===== config.mk =====
export PLATFORM = sky130hd
export DESIGN_NAME = biquad_direct_form_one_filter_top
export DESIGN_NICKNAME = d
export VERILOG_FILES = /design/src/hdl/bqdf1_pkg.sv /design/src/hdl/bqdf1_ram.sv /design/src/hdl/biquad_direct_form_one_filter_top.sv
export SDC_FILE = /design/constraint.sdc
export NUM_CORES = 2
export LEC_CHECK = 0
export BUFFER_PORTS_ARGS = -buffer_cell sky130_fd_sc_hd__clkbuf_2
export CAP_MARGIN = 25
export CORE_ASPECT_RATIO = 0.8
export CORE_MARGIN = 10
export CORE_UTILIZATION = 64
export DETAILED_ROUTE_END_ITERATION = 12
export GPL_TIMING_DRIVEN = 0
export MAX_ROUTING_LAYER = met4
export PLACE_DENSITY = 0.81
export SETUP_SLACK_MARGIN = 0.1
export SKIP_CTS_REPAIR_TIMING = 1
export SKIP_LAST_GASP = 1
export SLEW_MARGIN = 10
export SYNTH_ARGS = -nofsm -noshare
export SYNTH_HDL_FRONTEND = slang
export SYNTH_SLANG_ARGS = --single-unit

===== constraint.sdc =====
create_clock -name clk -period 13.6 [get_ports clk]
set_input_delay 2.04 -clock clk [delete_from_list [all_inputs] [get_ports clk]]
set_output_delay 2.04 -clock clk [all_outputs]
set_load 0.02 [all_outputs]

===== src/hdl/bqdf1_pkg.sv =====
// Shared constants, types and register codes for the direct form I biquad filter.
package bqdf1_pkg;

    localparam int CHANNELS    = 8;
    localparam int SAMPLE_BITS = 24;
    localparam int COEF_BITS   = 24;
    localparam int CHAN_BITS   = 3;
    localparam int NUM_REGS    = 5;
    localparam int IDX_BITS    = 3;

    localparam int ADDR_BITS  = (CHANNELS > 1) ? $clog2(CHANNELS) : 1;
    localparam int PROD_BITS  = SAMPLE_BITS + COEF_BITS;
    localparam int ACC_BITS   = PROD_BITS + 3;
    localparam int FRAC_SHIFT = COEF_BITS - 2;
    localparam int STEP_BITS  = $clog2(NUM_REGS + 1);

    // coefficient register indexes, also the order of the multiply passes
    typedef enum logic [IDX_BITS-1:0] {
        REG_B0 = 3'd0,
        REG_B1 = 3'd1,
        REG_B2 = 3'd2,
        REG_A1 = 3'd3,
        REG_A2 = 3'd4
    } reg_idx_t;

    // one channel's delay line, kept as a single memory word
    typedef struct packed {
        logic signed [SAMPLE_BITS-1:0] x1;
        logic signed [SAMPLE_BITS-1:0] x2;
        logic signed [SAMPLE_BITS-1:0] y1;
        logic signed [SAMPLE_BITS-1:0] y2;
    } dline_t;

    localparam int ENTRY_BITS = 4 * SAMPLE_BITS;

endpackage


===== src/hdl/bqdf1_ram.sv =====
// Generic single-port-write, single-port-read RAM with a registered read.
module bqdf1_ram #(
    parameter  int WIDTH     = 32,
    parameter  int DEPTH     = 8,
    localparam int ADDR_BITS = (DEPTH > 1) ? $clog2(DEPTH) : 1
) (
    input  logic                 clk,
    input  logic                 wr_en,
    input  logic [ADDR_BITS-1:0] wr_addr,
    input  logic [WIDTH-1:0]     wr_data,
    input  logic                 rd_en,
    input  logic [ADDR_BITS-1:0] rd_addr,
    output logic [WIDTH-1:0]     rd_data
);

    logic [WIDTH-1:0] mem [DEPTH];
    logic [WIDTH-1:0] rd_data_reg;

    always_ff @(posedge clk)
    begin
        if (wr_en)
        begin
            mem[wr_addr] <= wr_data;
        end
        // hold the last read word until the next read
        if (rd_en)
        begin
            rd_data_reg <= mem[rd_addr];
        end
    end

    assign rd_data = rd_data_reg;

endmodule


===== src/hdl/biquad_direct_form_one_filter_top.sv =====
// Multi-channel direct form I biquad filter: top level with shared multiply-accumulate engine.
// Each transaction goes through the delay-line read, five multiply passes plus a drain, and the
//   write-back; the next starts only once the engine is idle. A result waits in the output
//   register while the engine takes the next transaction from the input holding register.
// Reset: coefficients clear to zero; per-channel valid flags make each delay line read as zero.
module biquad_direct_form_one_filter_top (
    input  logic                                      clk,
    input  logic                                      rst_n,
    // configuration write port
    input  logic                                      cfg_wr_en,
    input  logic [bqdf1_pkg::IDX_BITS-1:0]            cfg_index,
    input  logic [bqdf1_pkg::COEF_BITS-1:0]           cfg_data,
    // input channel
    input  logic                                      in_valid,
    output logic                                      in_stall,
    input  logic [bqdf1_pkg::CHAN_BITS-1:0]           chan,
    input  logic signed [bqdf1_pkg::SAMPLE_BITS-1:0]  sample_in,
    // output channel
    output logic                                      out_valid,
    input  logic                                      out_stall,
    output logic [bqdf1_pkg::CHAN_BITS-1:0]           chan_out,
    output logic signed [bqdf1_pkg::SAMPLE_BITS-1:0]  sample_out,
    output logic                                      clipped
);

    localparam int SB = bqdf1_pkg::SAMPLE_BITS;
    localparam int CB = bqdf1_pkg::COEF_BITS;
    localparam int AB = bqdf1_pkg::ACC_BITS;

    // every 3-bit channel code is in range when the block has at least that many channels
    localparam bit ALL_CHAN = bqdf1_pkg::CHANNELS >= (1 << bqdf1_pkg::CHAN_BITS);

    // half an output LSB in the accumulator's fixed-point format
    localparam logic signed [AB-1:0] ROUND_HALF = AB'(1) << (CB - 3);

    localparam logic signed [SB-1:0] SAMPLE_MAX = {1'b0, {(SB-1){1'b1}}};
    localparam logic signed [SB-1:0] SAMPLE_MIN = {1'b1, {(SB-1){1'b0}}};
    localparam logic signed [AB-1:0] Y_MAX      = AB'(SAMPLE_MAX);
    localparam logic signed [AB-1:0] Y_MIN      = AB'(SAMPLE_MIN);

    localparam logic [bqdf1_pkg::STEP_BITS-1:0] STEP_LAST =
        bqdf1_pkg::STEP_BITS'(bqdf1_pkg::NUM_REGS);

    // engine sequence: issue the RAM read, five multiply passes plus a drain, then finish
    typedef enum logic [1:0] {
        ST_IDLE,
        ST_MAC,
        ST_FIN
    } state_t;

    // ------------------------------------------------------------------
    // Control registers
    // ------------------------------------------------------------------
    state_t                               state_reg, state_next;
    logic [bqdf1_pkg::STEP_BITS-1:0]      step_reg, step_next;
    logic                                 buf_valid_reg, buf_valid_next;
    logic                                 out_valid_reg, out_valid_next;
    logic                                 chan_vld_reg [bqdf1_pkg::CHANNELS];
    logic signed [CB-1:0]                 coef_reg [bqdf1_pkg::NUM_REGS];

    // ------------------------------------------------------------------
    // Datapath registers
    // ------------------------------------------------------------------
    logic [bqdf1_pkg::CHAN_BITS-1:0]      buf_chan_reg;
    logic signed [SB-1:0]                 buf_sample_reg;
    logic [bqdf1_pkg::CHAN_BITS-1:0]      wk_chan_reg;
    logic signed [SB-1:0]                 wk_sample_reg;
    logic                                 wk_ok_reg;
    logic                                 ent_vld_reg;
    logic signed [bqdf1_pkg::PROD_BITS-1:0] prod_reg, prod_next;
    logic                                 prod_sub_reg, prod_sub_next;
    logic signed [AB-1:0]                 acc_reg, acc_next;
    logic [bqdf1_pkg::CHAN_BITS-1:0]      chan_out_reg;
    logic signed [SB-1:0]                 sample_out_reg, sample_out_next;
    logic                                 clipped_reg, clipped_next;

    // ------------------------------------------------------------------
    // Handshake and sequencing
    // ------------------------------------------------------------------
    logic take;
    logic in_fire;
    logic fin_go;
    logic buf_ok;

    logic [bqdf1_pkg::ADDR_BITS-1:0] rd_addr;
    logic [bqdf1_pkg::ADDR_BITS-1:0] wr_addr;
    logic                            ram_wr_en;
    logic [bqdf1_pkg::ENTRY_BITS-1:0] ram_rd_data;
    bqdf1_pkg::dline_t               ent_raw;
    bqdf1_pkg::dline_t               ent_new;

    logic signed [SB-1:0] old_x1, old_x2, old_y1, old_y2;
    logic signed [CB-1:0] mul_coef;
    logic signed [SB-1:0] mul_data;
    logic signed [AB-1:0] rnd_sum;
    logic signed [AB-1:0] y_wide;

    // the engine takes the held transaction whenever it is free
    assign take     = (state_reg == ST_IDLE) && buf_valid_reg;
    assign in_stall = buf_valid_reg && !take;
    assign in_fire  = in_valid && !in_stall;
    assign fin_go   = (state_reg == ST_FIN) && (!out_valid_reg || !out_stall);
    assign buf_ok   = ALL_CHAN || (int'(buf_chan_reg) < bqdf1_pkg::CHANNELS);

    assign rd_addr  = bqdf1_pkg::ADDR_BITS'(buf_chan_reg);
    assign wr_addr  = bqdf1_pkg::ADDR_BITS'(wk_chan_reg);

    // ------------------------------------------------------------------
    // Delay-line state RAM: one word per channel
    // ------------------------------------------------------------------
    bqdf1_ram #(
        .WIDTH (bqdf1_pkg::ENTRY_BITS),
        .DEPTH (bqdf1_pkg::CHANNELS)
    ) u_dline_ram (
        .clk     (clk),
        .wr_en   (ram_wr_en),
        .wr_addr (wr_addr),
        .wr_data (ent_new),
        .rd_en   (take),
        .rd_addr (rd_addr),
        .rd_data (ram_rd_data)
    );

    // a channel never written reads as zero
    assign ent_raw = bqdf1_pkg::dline_t'(ram_rd_data);
    assign old_x1  = ent_vld_reg ? ent_raw.x1 : '0;
    assign old_x2  = ent_vld_reg ? ent_raw.x2 : '0;
    assign old_y1  = ent_vld_reg ? ent_raw.y1 : '0;
    assign old_y2  = ent_vld_reg ? ent_raw.y2 : '0;

    // ------------------------------------------------------------------
    // Shared multiplier: one tap per pass, taps in register order
    // ------------------------------------------------------------------
    always_comb
    begin
        mul_coef      = '0;
        mul_data      = '0;
        prod_sub_next = 1'b0;
        case (step_reg)
            bqdf1_pkg::REG_B0:
            begin
                mul_coef = coef_reg[bqdf1_pkg::REG_B0];
                mul_data = wk_sample_reg;
            end
            bqdf1_pkg::REG_B1:
            begin
                mul_coef = coef_reg[bqdf1_pkg::REG_B1];
                mul_data = old_x1;
            end
            bqdf1_pkg::REG_B2:
            begin
                mul_coef = coef_reg[bqdf1_pkg::REG_B2];
                mul_data = old_x2;
            end
            bqdf1_pkg::REG_A1:
            begin
                mul_coef      = coef_reg[bqdf1_pkg::REG_A1];
                mul_data      = old_y1;
                prod_sub_next = 1'b1;
            end
            bqdf1_pkg::REG_A2:
            begin
                mul_coef      = coef_reg[bqdf1_pkg::REG_A2];
                mul_data      = old_y2;
                prod_sub_next = 1'b1;
            end
            default:
            begin
                mul_coef      = '0;
                mul_data      = '0;
                prod_sub_next = 1'b0;
            end
        endcase
        prod_next = mul_coef * mul_data;
    end

    // accumulate the previous pass's product; clear on the first pass
    always_comb
    begin
        if (step_reg == '0)
        begin
            acc_next = '0;
        end
        else if (prod_sub_reg)
        begin
            acc_next = acc_reg - AB'(prod_reg);
        end
        else
        begin
            acc_next = acc_reg + AB'(prod_reg);
        end
    end

    // ------------------------------------------------------------------
    // Round half up, drop the fraction, saturate to the sample range; an out-of-range channel gives zero
    // ------------------------------------------------------------------
    assign rnd_sum = acc_reg + ROUND_HALF;
    assign y_wide  = rnd_sum >>> bqdf1_pkg::FRAC_SHIFT;

    always_comb
    begin
        if (!wk_ok_reg)
        begin
            sample_out_next = '0;
            clipped_next    = 1'b0;
        end
        else if (y_wide > Y_MAX)
        begin
            sample_out_next = SAMPLE_MAX;
            clipped_next    = 1'b1;
        end
        else if (y_wide < Y_MIN)
        begin
            sample_out_next = SAMPLE_MIN;
            clipped_next    = 1'b1;
        end
        else
        begin
            sample_out_next = SB'(y_wide);
            clipped_next    = 1'b0;
        end
    end

    // shift the channel's delay line with the saturated output
    assign ent_new.x1 = wk_sample_reg;
    assign ent_new.x2 = old_x1;
    assign ent_new.y1 = sample_out_next;
    assign ent_new.y2 = old_y1;
    assign ram_wr_en  = fin_go && wk_ok_reg;

    // ------------------------------------------------------------------
    // Next-state logic
    // ------------------------------------------------------------------
    always_comb
    begin
        state_next     = state_reg;
        step_next      = step_reg;
        buf_valid_next = buf_valid_reg;
        out_valid_next = out_valid_reg;

        if (in_fire)
        begin
            buf_valid_next = 1'b1;
        end
        else if (take)
        begin
            buf_valid_next = 1'b0;
        end

        if (out_valid_reg && !out_stall)
        begin
            out_valid_next = 1'b0;
        end

        unique case (state_reg)
            ST_IDLE:
            begin
                if (take)
                begin
                    state_next = ST_MAC;
                    step_next  = '0;
                end
            end
            ST_MAC:
            begin
                if (step_reg == STEP_LAST)
                begin
                    state_next = ST_FIN;
                end
                else
                begin
                    step_next = step_reg + 1'b1;
                end
            end
            ST_FIN:
            begin
                if (fin_go)
                begin
                    out_valid_next = 1'b1;
                    state_next     = ST_IDLE;
                end
            end
            default:
            begin
                state_next = ST_IDLE;
            end
        endcase
    end

    // ------------------------------------------------------------------
    // Control state, registered output valid and coefficients
    // ------------------------------------------------------------------
    always_ff @(posedge clk or negedge rst_n)
    begin
        if (!rst_n)
        begin
            state_reg     <= ST_IDLE;
            step_reg      <= '0;
            buf_valid_reg <= 1'b0;
            out_valid_reg <= 1'b0;
            for (int i = 0; i < bqdf1_pkg::CHANNELS; i++)
            begin
                chan_vld_reg[i] <= 1'b0;
            end
            for (int i = 0; i < bqdf1_pkg::NUM_REGS; i++)
            begin
                coef_reg[i] <= '0;
            end
        end
        else
        begin
            state_reg     <= state_next;
            step_reg      <= step_next;
            buf_valid_reg <= buf_valid_next;
            out_valid_reg <= out_valid_next;
            if (ram_wr_en)
            begin
                chan_vld_reg[wr_addr] <= 1'b1;
            end
            if (cfg_wr_en)
            begin
                unique case (bqdf1_pkg::reg_idx_t'(cfg_index))
                    bqdf1_pkg::REG_B0: coef_reg[bqdf1_pkg::REG_B0] <= cfg_data;
                    bqdf1_pkg::REG_B1: coef_reg[bqdf1_pkg::REG_B1] <= cfg_data;
                    bqdf1_pkg::REG_B2: coef_reg[bqdf1_pkg::REG_B2] <= cfg_data;
                    bqdf1_pkg::REG_A1: coef_reg[bqdf1_pkg::REG_A1] <= cfg_data;
                    bqdf1_pkg::REG_A2: coef_reg[bqdf1_pkg::REG_A2] <= cfg_data;
                    default:
                    begin
                        // drop writes beyond the last register
                    end
                endcase
            end
        end
    end

    // ------------------------------------------------------------------
    // Datapath registers
    // ------------------------------------------------------------------
    always_ff @(posedge clk)
    begin
        if (in_fire)
        begin
            buf_chan_reg   <= chan;
            buf_sample_reg <= sample_in;
        end
        if (take)
        begin
            wk_chan_reg   <= buf_chan_reg;
            wk_sample_reg <= buf_sample_reg;
            wk_ok_reg     <= buf_ok;
            ent_vld_reg   <= buf_ok && chan_vld_reg[rd_addr];
        end
        if (state_reg == ST_MAC)
        begin
            prod_reg     <= prod_next;
            prod_sub_reg <= prod_sub_next;
            acc_reg      <= acc_next;
        end
        if (fin_go)
        begin
            chan_out_reg   <= wk_chan_reg;
            sample_out_reg <= sample_out_next;
            clipped_reg    <= clipped_next;
        end
    end

    assign out_valid  = out_valid_reg;
    assign chan_out   = chan_out_reg;
    assign sample_out = sample_out_reg;
    assign clipped    = clipped_reg;

endmodule


==> results.toml <==
[floorplanning]
core_area_sq_mm = 0.109
fp-row-count = 108
ioPinCount = 89
dieHeight_microns = 316
die_w_microns = 390
die-area_sq_mm = 0.123
start_util_pct = 64.4

[detailed_routing]
dr.pass1.iters = 9
ant_nets = 0
wl_per_cell_microns = 30.0
drc = 0
dr.first_iter.drc_count = 7100
via_count = 45800
finalWirelength_microns = 210000
via_per_inst = 6.54

[global_routing]
grt_use_total_pct = 35.6
grt_max_degree = 80
first_global_vias = 46200
grt_pass1_wl_microns = 311000
gr-total-overflow = 0
antenna_found_initial = 14

[synth]
synth_area_sq_mm = 0.0699
synth_area_leaders = "edfxtp_1, fa_1, mux4_2"
synth_top_family_by_area = "adder cells"
seq_area_frac_synth_pct = 49.8
synthAdderAreaFrac_pct = 20.8
synth_area_per_cell_sq_um = 13.5
yosysTopAreaCellShare_pct = 45.0
muxShareOfSynthArea_pct = 9.83
synth.distinct_cells = 75
yosys.area_share.simple_pct = 7.28
yosys.area.top_type = "edfxtp_1"
syn_nets = 6023
synth_edf_count = 1047
yosys_warnings = 0
ys_seq_elements = 1182
async_flop_share_pct = 11.4
syn_inst = 5164
synthXorXnorAreaFrac_pct = 2.08
synth-main-ff-cell = "edfxtp_1"
synth-compound-area-share_pct = 5.15

[cells_and_area]
fillers = 6898
layout_common_cells = "edfxtp_1, inv_1, fa_1, nand2_1, nor2_1"
layout-drive-gt1-share_pct = 14.8
multi_input_area_sq_mm = 0.0317
finalNetCount = 6333
areaGrowthSynthToFinish_pct = 10.5
largest_register_ffs = 768
regArea_sq_mm = 0.0348
final_common_cell = "edfxtp_1"

[placed_design]
placement.io_buffers = 86
dp_hpwl_microns = 154000
gp_congestion = 1.04

[clock_tree]
cts_max_level = 3
clk_pin_slew_worst_paths_ps = 70
clock_latency_ps = 740
root_buffer = "clkbuf_16"
clockBufferDepth = 3
cts_sinks = 1182
tritoncts = "done"
cts_buffers = 107

[setup_path]
rr_endpoint = "prod_reg[47]"
r2r_slack_ps = 1420
end_kind = "register"
cpMostUsedCell = "fa_1"
slowest_delay_ps = 740
crit_required_ps = 14190
rr_worst_depth = 35
crit_slowest_cell = "clkbuf_1"
start_kind = "register"
critPathKind = "reg2reg"
crit_path_max_fanout = 10
cp_data_arrival_time_ps = 12780
r2r_start = "step_reg[2]"

[outcome]
outcome = "finished, final reports clean"

[timing]
fmax_mhz = 82.1
setup_viol = 0
fin_crit_sh_pct = 89.6
worstMarginPinSlew_ps = 1500
hold_viol = 0
finalCriticalPeriod_ps = 12180
finalMaxSlewViolations = 0
rsz0062_at_grt = "false"
holdWs_ps = 421
max-slew-margin-rel_pct = 0.176
clock_skew_ps = 53.0

[min_path]
hold_class = "reg2reg"
hold_end = "wk_sample_reg[16]"
holdPathStages = 0
min_from = "buf_sample_reg[16]"

[flow_run]
max_cap_viol_count = 0
[cell usage after synthesis, types with 116 or more instances]
cell / number
mux4_2: 194
mux2_2: 217
fa_1: 608
inv_1: 712
nand2_1: 528
ha_1: 192
and2_1: 122
clkbuf_1: 180
edfxtp_1: 1047
nor2_1: 285
xnor2_1: 116
dfrtp_1: 135
[worst max-delay path: cells and delay by family (launching register included)]
kind | cells | cell delay [ps]
buf+inv | 13 | 4050
fa+ha+maj | 9 | 4360
flops | 1 | 370
compound gates | 5 | 1340
simple gates | 8 | 1890
[metrics by stage]
stage                     setup TNS, ps  setup slack [ps]  util [%]  cells  cell area [sq um]
after floorplan                       0              2380         -   5164              69900
after detailed placement              0              1720      67.8   6784              73600
final                                 0              1420      71.2   7006              77300
after global placement         -1978450             -5840      66.5   6680              72100
after CTS                             0              1690      71.1   6983              77100
after global routing                  0              1030      71.2   7002              77300
[logic make-up after synthesis]
group / count (synthesis)
flip-flops: 1182
AND/OR/NAND/NOR: 1141
buffers and inverters: 931
adder cells (fa/ha/maj): 800
AO/OA/AOI/OAI: 527
multiplexers: 417
XOR/XNOR: 166
[final cells by class]
class / count / area share [%]
clock buffer: 133 / 3.73
buffer: 219 / 1.06
multi-input combinational: 3051 / 41.0
antenna: 12 / 0.0389
timing repair buffer: 201 / 2.50
tap: 1430 / 2.32
clock inverter: 66 / 0.824
sequential: 1182 / 45.1
inverter: 712 / 3.47
[metal layers]
layer	share of wire, %	wire, microns	global-route usage, %	vias up
met5	0	0	-	-
met4	3.4	7090	10.7	0
met3	15	32000	12.4	497
met2	44	91400	50.3	3637
met1	38	79600	48.9	23200
li1	-	-	-	18500
[worst max path at each step]
stage                       to  slack [ps]   startpoint  cells past startpoint
2_1_floorplan  chan_vld_reg[6]        2380    out_stall                      4
3_3_place_gp   chan_vld_reg[7]       -5840    out_stall                      5
3_5_place_dp      prod_reg[47]        1720  step_reg[2]                     35
4_1_cts           prod_reg[47]        1690  step_reg[2]                     35
5_1_grt           prod_reg[47]        1030  step_reg[2]                     35
6_report          prod_reg[47]        1420  step_reg[2]                     35
Power is not shown: default switching activity piles up to over one toggle a cycle in this logic, so the estimate is an artifact.
